==> src/rtl/tli_pkg.sv <==
// Shared widths, codes and the queue item type of the table linear interpolator.
package tli_pkg;

   // Field widths
   localparam int RES_W  = 24;
   localparam int TEMP_W = 19;
   localparam int CSR_W  = 11;
   localparam int IDX_W  = 10;

   // Interpolation datapath widths
   localparam int DIFF_T_W = TEMP_W + 1;
   localparam int DIFF_R_W = RES_W + 1;
   localparam int PROD_W   = DIFF_T_W + DIFF_R_W;
   localparam int MAG_W    = PROD_W - 1;
   localparam int SUM_W    = MAG_W + 2;

   // Item kinds
   localparam logic REQ_LOAD    = 1'b0;
   localparam logic REQ_CONVERT = 1'b1;

   // Result saturation limits
   localparam logic signed [TEMP_W-1:0] TEMP_MAX = 19'sh3FFFF;
   localparam logic signed [TEMP_W-1:0] TEMP_MIN = 19'sh40000;

   // One classified item waiting between front and back
   typedef struct packed {
      logic              convert;
      logic [RES_W-1:0]  resistance;
      logic [TEMP_W-1:0] temperature;
   } queue_item_type;

endpackage

==> src/rtl/tli_front.sv <==
// Front end: accepts items, drops out-of-range loads and queues the rest.
module tli_front #(
   parameter int  TABLE_DEPTH = 1024,
   localparam int ADDR_W      = $clog2(TABLE_DEPTH)
) (
   input  logic                             clock,
   input  logic                             reset,
   input  logic                             req_valid,
   output logic                             req_stall,
   input  logic                             req_type,
   input  logic [tli_pkg::IDX_W-1:0]        req_entry_index,
   input  logic [tli_pkg::RES_W-1:0]        req_entry_resistance,
   input  logic signed [tli_pkg::TEMP_W-1:0] req_entry_temperature,
   input  logic [tli_pkg::RES_W-1:0]        req_measured_resistance,
   output logic                             q_valid,
   output tli_pkg::queue_item_type          q_item,
   output logic [ADDR_W-1:0]                q_addr,
   input  logic                             q_pop
);
   import tli_pkg::*;

   queue_item_type    item_mem [2];
   logic [ADDR_W-1:0] addr_mem [2];
   logic              wptr_ff, wptr_in;
   logic              rptr_ff, rptr_in;
   logic [1:0]        cnt_ff, cnt_in;
   logic              accept, in_range, push;
   queue_item_type    new_item;

   // Classify the incoming item
   assign req_stall = (cnt_ff == 2'd2);
   assign accept    = req_valid && !req_stall;
   assign in_range  = 32'(req_entry_index) < TABLE_DEPTH;
   assign push      = accept && (req_type == REQ_CONVERT || in_range);

   always_comb begin
      new_item.convert     = req_type;
      new_item.resistance  = (req_type == REQ_CONVERT) ? req_measured_resistance
                                                       : req_entry_resistance;
      new_item.temperature = req_entry_temperature;
   end

   // Two-entry queue
   assign q_valid = (cnt_ff != 2'd0);
   assign q_item  = item_mem[rptr_ff];
   assign q_addr  = addr_mem[rptr_ff];

   always_comb begin
      wptr_in = wptr_ff;
      rptr_in = rptr_ff;
      cnt_in  = cnt_ff;
      if (push) begin
         wptr_in = !wptr_ff;
      end
      if (q_pop) begin
         rptr_in = !rptr_ff;
      end
      if (push && !q_pop) begin
         cnt_in = cnt_ff + 2'd1;
      end else if (!push && q_pop) begin
         cnt_in = cnt_ff - 2'd1;
      end
   end

   always_ff @(posedge clock) begin
      if (reset) begin
         wptr_ff <= 1'b0;
         rptr_ff <= 1'b0;
         cnt_ff  <= 2'd0;
      end else begin
         wptr_ff <= wptr_in;
         rptr_ff <= rptr_in;
         cnt_ff  <= cnt_in;
      end
   end

   always_ff @(posedge clock) begin
      if (push) begin
         item_mem[wptr_ff] <= new_item;
         addr_mem[wptr_ff] <= ADDR_W'(req_entry_index);
      end
   end

   // Checks
   a_cnt_bound: assert property (@(posedge clock) disable iff (reset)
      cnt_ff <= 2'd2)
      else $error("queue fill above two");

   a_push_grows: assert property (@(posedge clock) disable iff (reset)
      push && !q_pop |=> cnt_ff == $past(cnt_ff) + 2'd1)
      else $error("queued item not counted");

   a_drop_load: assert property (@(posedge clock) disable iff (reset)
      accept && req_type == REQ_LOAD && !in_range
      |=> cnt_ff == ($past(q_pop) ? $past(cnt_ff) - 2'd1 : $past(cnt_ff)))
      else $error("out-of-range load entered the queue");

endmodule

==> config.mk <==
export PLATFORM = sky130hd
export DESIGN_NAME = tli_front
export DESIGN_NICKNAME = d
export VERILOG_FILES = /design/src/rtl/tli_pkg.sv /design/src/rtl/tli_front.sv
export SDC_FILE = /design/constraint.sdc
export NUM_CORES = 1
export LEC_CHECK = 0
export BUFFER_PORTS_ARGS = -buffer_cell sky130_fd_sc_hd__buf_2
export CAP_MARGIN = 20
export CORE_ASPECT_RATIO = 1.4
export CORE_MARGIN = 4
export CORE_UTILIZATION = 35
export DETAILED_ROUTE_END_ITERATION = 8
export PLACE_DENSITY_LB_ADDON = 0.3
export SLEW_MARGIN = 20
export SYNTH_ARGS = -nofsm -noshare
export SYNTH_HDL_FRONTEND = slang
export SYNTH_SLANG_ARGS = --single-unit
==> constraint.sdc <==
create_clock -name clock -period 2.6 [get_ports clock]
set_input_delay 0.13 -clock clock [delete_from_list [all_inputs] [get_ports clock]]
set_output_delay 0.13 -clock clock [all_outputs]
set_load 0.01 [all_outputs]
==> flow_summary.json <==
{
  "outcome": "finished clean",
  "starting_density_of_the_core_pct": 35.7,
  "antenna_left": 0,
  "fmax_mhz": 502,
  "synth_seq_cells": 113,
  "num_vias": 2539,
  "setup_viol": 0,
  "largest_net_degree_at_the_start_of_global_routing": 55,
  "cts_resized": 0,
  "area_growth_pct": 40.5,
  "path_class": "register to output pin",
  "tritoncts": "built",
  "cellPowerDensity_mw_per_mm2": 858,
  "cts.sinks": 113,
  "synth_compound_area_share_pct": 0.455,
  "route.final.wire_length_mm": 8.66,
  "placementRows": 48,
  "synth_area_mm2": 0.00440,
  "period_minus_slack_ns": 1.99,
  "remaining_drc_errors": 0,
  "max-cap-violations": 0,
  "post_route_clock_period_utilization_pct": 76.5,
  "skew_ns": 0.00621,
  "timing.critical_path.required_ns": 2.47,
  "avgViaCountPerCell": 4.52,
  "crit_arrival_ns": 1.86,
  "total_routing_usage_gr_pct": 12.4,
  "syn_inst": 220,
  "die_height_um": 141,
  "synth.mux.area_fraction_pct": 20.0,
  "hold_path.class": "input pin to register",
  "route.detailed.wl_per_inst_um": 15.4,
  "crit_chain": "buf_12 -> mux2_2 -> buf_2",
  "synthXorXnorAreaFrac_pct": 0.597,
  "top_delay_family_on_crit_path": "flip-flops",
  "synth_top_family_by_area": "multiplexers",
  "reg2reg_setup_slack_ns": 0.76,
  "antenna_found_initial": 0,
  "syn-num-nets": 303,
  "boundaryPins": 138,
  "clk_pin_slew_worst_paths_ns": 0.05,
  "drv_slew": 0,
  "gr-total-overflow": 0,
  "finalNetCount": 484,
  "maxSlewHeadroom_pct": 62.2,
  "portBuffers": 137,
  "drt_initial_violations": 70,
  "final.setup.tns_ns": 0,
  "netlist-cell-type-count": 16,
  "grt_pass1_vias": 2717,
  "hpwl_mm": 5.68,
  "syn_area_per_cell_um2": 20.0,
  "dieWidth_um": 103,
  "multi_input_area_um2": 987,
  "crit_path_end_kind": "output pin",
  "detailedRoute.firstPassIterationCount": 4,
  "cellLeakagePower_nw": 2.39,
  "n_antenna_cell": 0,
  "final_layout_size_suffix_gt1_share_pct": 60.4,
  "sequential_to_total_area_share_from_yosys_stat_pct": 76.0,
  "synth.yosys.warnings": 0,
  "irDropWorstVdd_mv": 0.472,
  "report.final.hold_viol_count": 0,
  "total_clock_buffers_created_by_cts": 17,
  "most_used_cells_in_the_layout_excluding_fill_and_tap_cells": "sky130_fd_sc_hd__buf_2, sky130_fd_sc_hd__edfxtp_1, sky130_fd_sc_hd__mux2_2",
  "max-clock-path-buffers": 2,
  "grt_first_pass_wirelength_mm": 13.2,
  "core_mm2": 0.0123,
  "postLayoutCellArea_mm2": 0.00618,
  "clock_tree.root_cell": "sky130_fd_sc_hd__clkbuf_16",
  "worst_path_max_delay_cell": "sky130_fd_sc_hd__dfxtp_2",
  "floorplan.die_area_mm2": 0.0145,
  "mostFrequentLayoutCell": "sky130_fd_sc_hd__buf_2",
  "seqCellArea_mm2": 0.00334,
  "num-fill-cells": 1014,
  "startpoint_type": "register",
  "finalWeightedCongestion": 0.688,
  "worst_skew_pair.late_latency_ns": 0.39,
  "synth_adder_area_share_pct": 0.284,
  "max_slew.worst_pin.slew_ns": 0.566,
  "h-tree-depth": 4,
  "timing.critical_path.fanout_max": 37,
  "synthSimpleGateAreaFrac_pct": 1.11,
  "timing.critical_path.buf_inv": 2,
  "critical-path-max-stage-delay_ns": 0.62,
  "post_dp_cell_area_mm2": 0.00528,
  "setup_repair_after_global_routing_missed_its_margin": "false"
}
-- path summary, 6_finish.rpt --
kind	start	to	cells past startpoint
worst max-delay path	register	q_item[13]	3
worst min register to register	wptr_ff	wptr_ff	2
worst max register to register	cnt_ff[1]	item_mem[0][37]	4
worst min-delay path	q_pop	rptr_ff	3
-- synth_stat cells --
cell,number,area (µm²)
sky130_fd_sc_hd__edfxtp_1,108,3240
sky130_fd_sc_hd__mux2_2,78,878
sky130_fd_sc_hd__buf_4,6,45.0
sky130_fd_sc_hd__dfxtp_1,5,100
sky130_fd_sc_hd__nor2_1,4,15.0
sky130_fd_sc_hd__buf_2,3,15.0
sky130_fd_sc_hd__inv_1,3,11.3
sky130_fd_sc_hd__a21oi_1,2,10.0
sky130_fd_sc_hd__o21ai_0,2,10.0
sky130_fd_sc_hd__or3_1,2,12.5
sky130_fd_sc_hd__xor2_1,2,17.5
sky130_fd_sc_hd__and2_1,1,6.26
sky130_fd_sc_hd__ha_1,1,12.5
sky130_fd_sc_hd__nor2b_2,1,8.76
sky130_fd_sc_hd__or2_2,1,6.26
sky130_fd_sc_hd__xnor2_1,1,8.76
-- worst reg2reg max path, stage by stage, from the launching register on --
cell and delay, ns:
sky130_fd_sc_hd__dfxtp_1 0.32, sky130_fd_sc_hd__nor2b_2 0.17, sky130_fd_sc_hd__or3_1 0.34, sky130_fd_sc_hd__inv_2 0.37
sky130_fd_sc_hd__buf_12 0.30
-- repair_timing --
action                                 4_1_cts  5_1_grt
buffers inserted                             0        0
endpoints found under the hold margin       63        0
hold buffers                                31        0
-- cells by family after synthesis --
logic type,Yosys count
DFF,113
adders and majority gates,1
and+or+nand+nor,9
buffers and inverters,12
AOI/OAI and AO/OA,4
muxes,78
xor gates and xnor gates,3
-- area by class of cell --
cell class / instances / area share, %
timing repair buffer: 171 / 17.1
multi-input combinational: 95 / 16.0
tap: 150 / 3.04
inverter: 3 / 0.182
clock buffer: 18 / 6.94
sequential: 113 / 54.1
clock inverter: 12 / 2.71
-- stage by stage --
step	setup slack (ns)	util, %	total power (W)	hold WS (ns)	std cells
final	0.610	50.2	0.00530	0.0244	562
after global routing	0.509	50.2	0.00554	0.0226	562
after CTS	0.542	50.2	0.00539	0.0171	562
after detailed placement	0.745	42.9	0.00299	0.323	501
after global placement	0.775	42.9	0.00297	0.321	501
after floorplan	0.284	-	0.00269	0.199	220
-- sequential cells by signal (all words and copies together) (netlist names), named ones only --
signal / flops
rptr_ff: 1
wptr_ff: 1
item_mem: 88
cnt_ff: 2
addr_mem: 20
-- metal layers --
layer / vias up / part of all wire [%] / track usage [%]
met3: 4 / 6.2 / 3.76
met2: 84 / 55 / 22.4
li1: 1218 / - / -
met4: 0 / 0.92 / 5.53
met5: - / 0 / 0
met1: 1233 / 38 / 13.0
-- where the power goes --
part / leakage, nW / total, W / switching (W) / internal, W
Combinational: 1.06 / 0.000704 / 0.000352 / 0.000352
Sequential: 1.05 / 0.00227 / 0.0000537 / 0.00222
Clock: 0.280 / 0.00233 / 0.000749 / 0.00158
Total: 2.39 / 0.00530 / 0.00116 / 0.00415
Power figures use the tool's default switching activity.
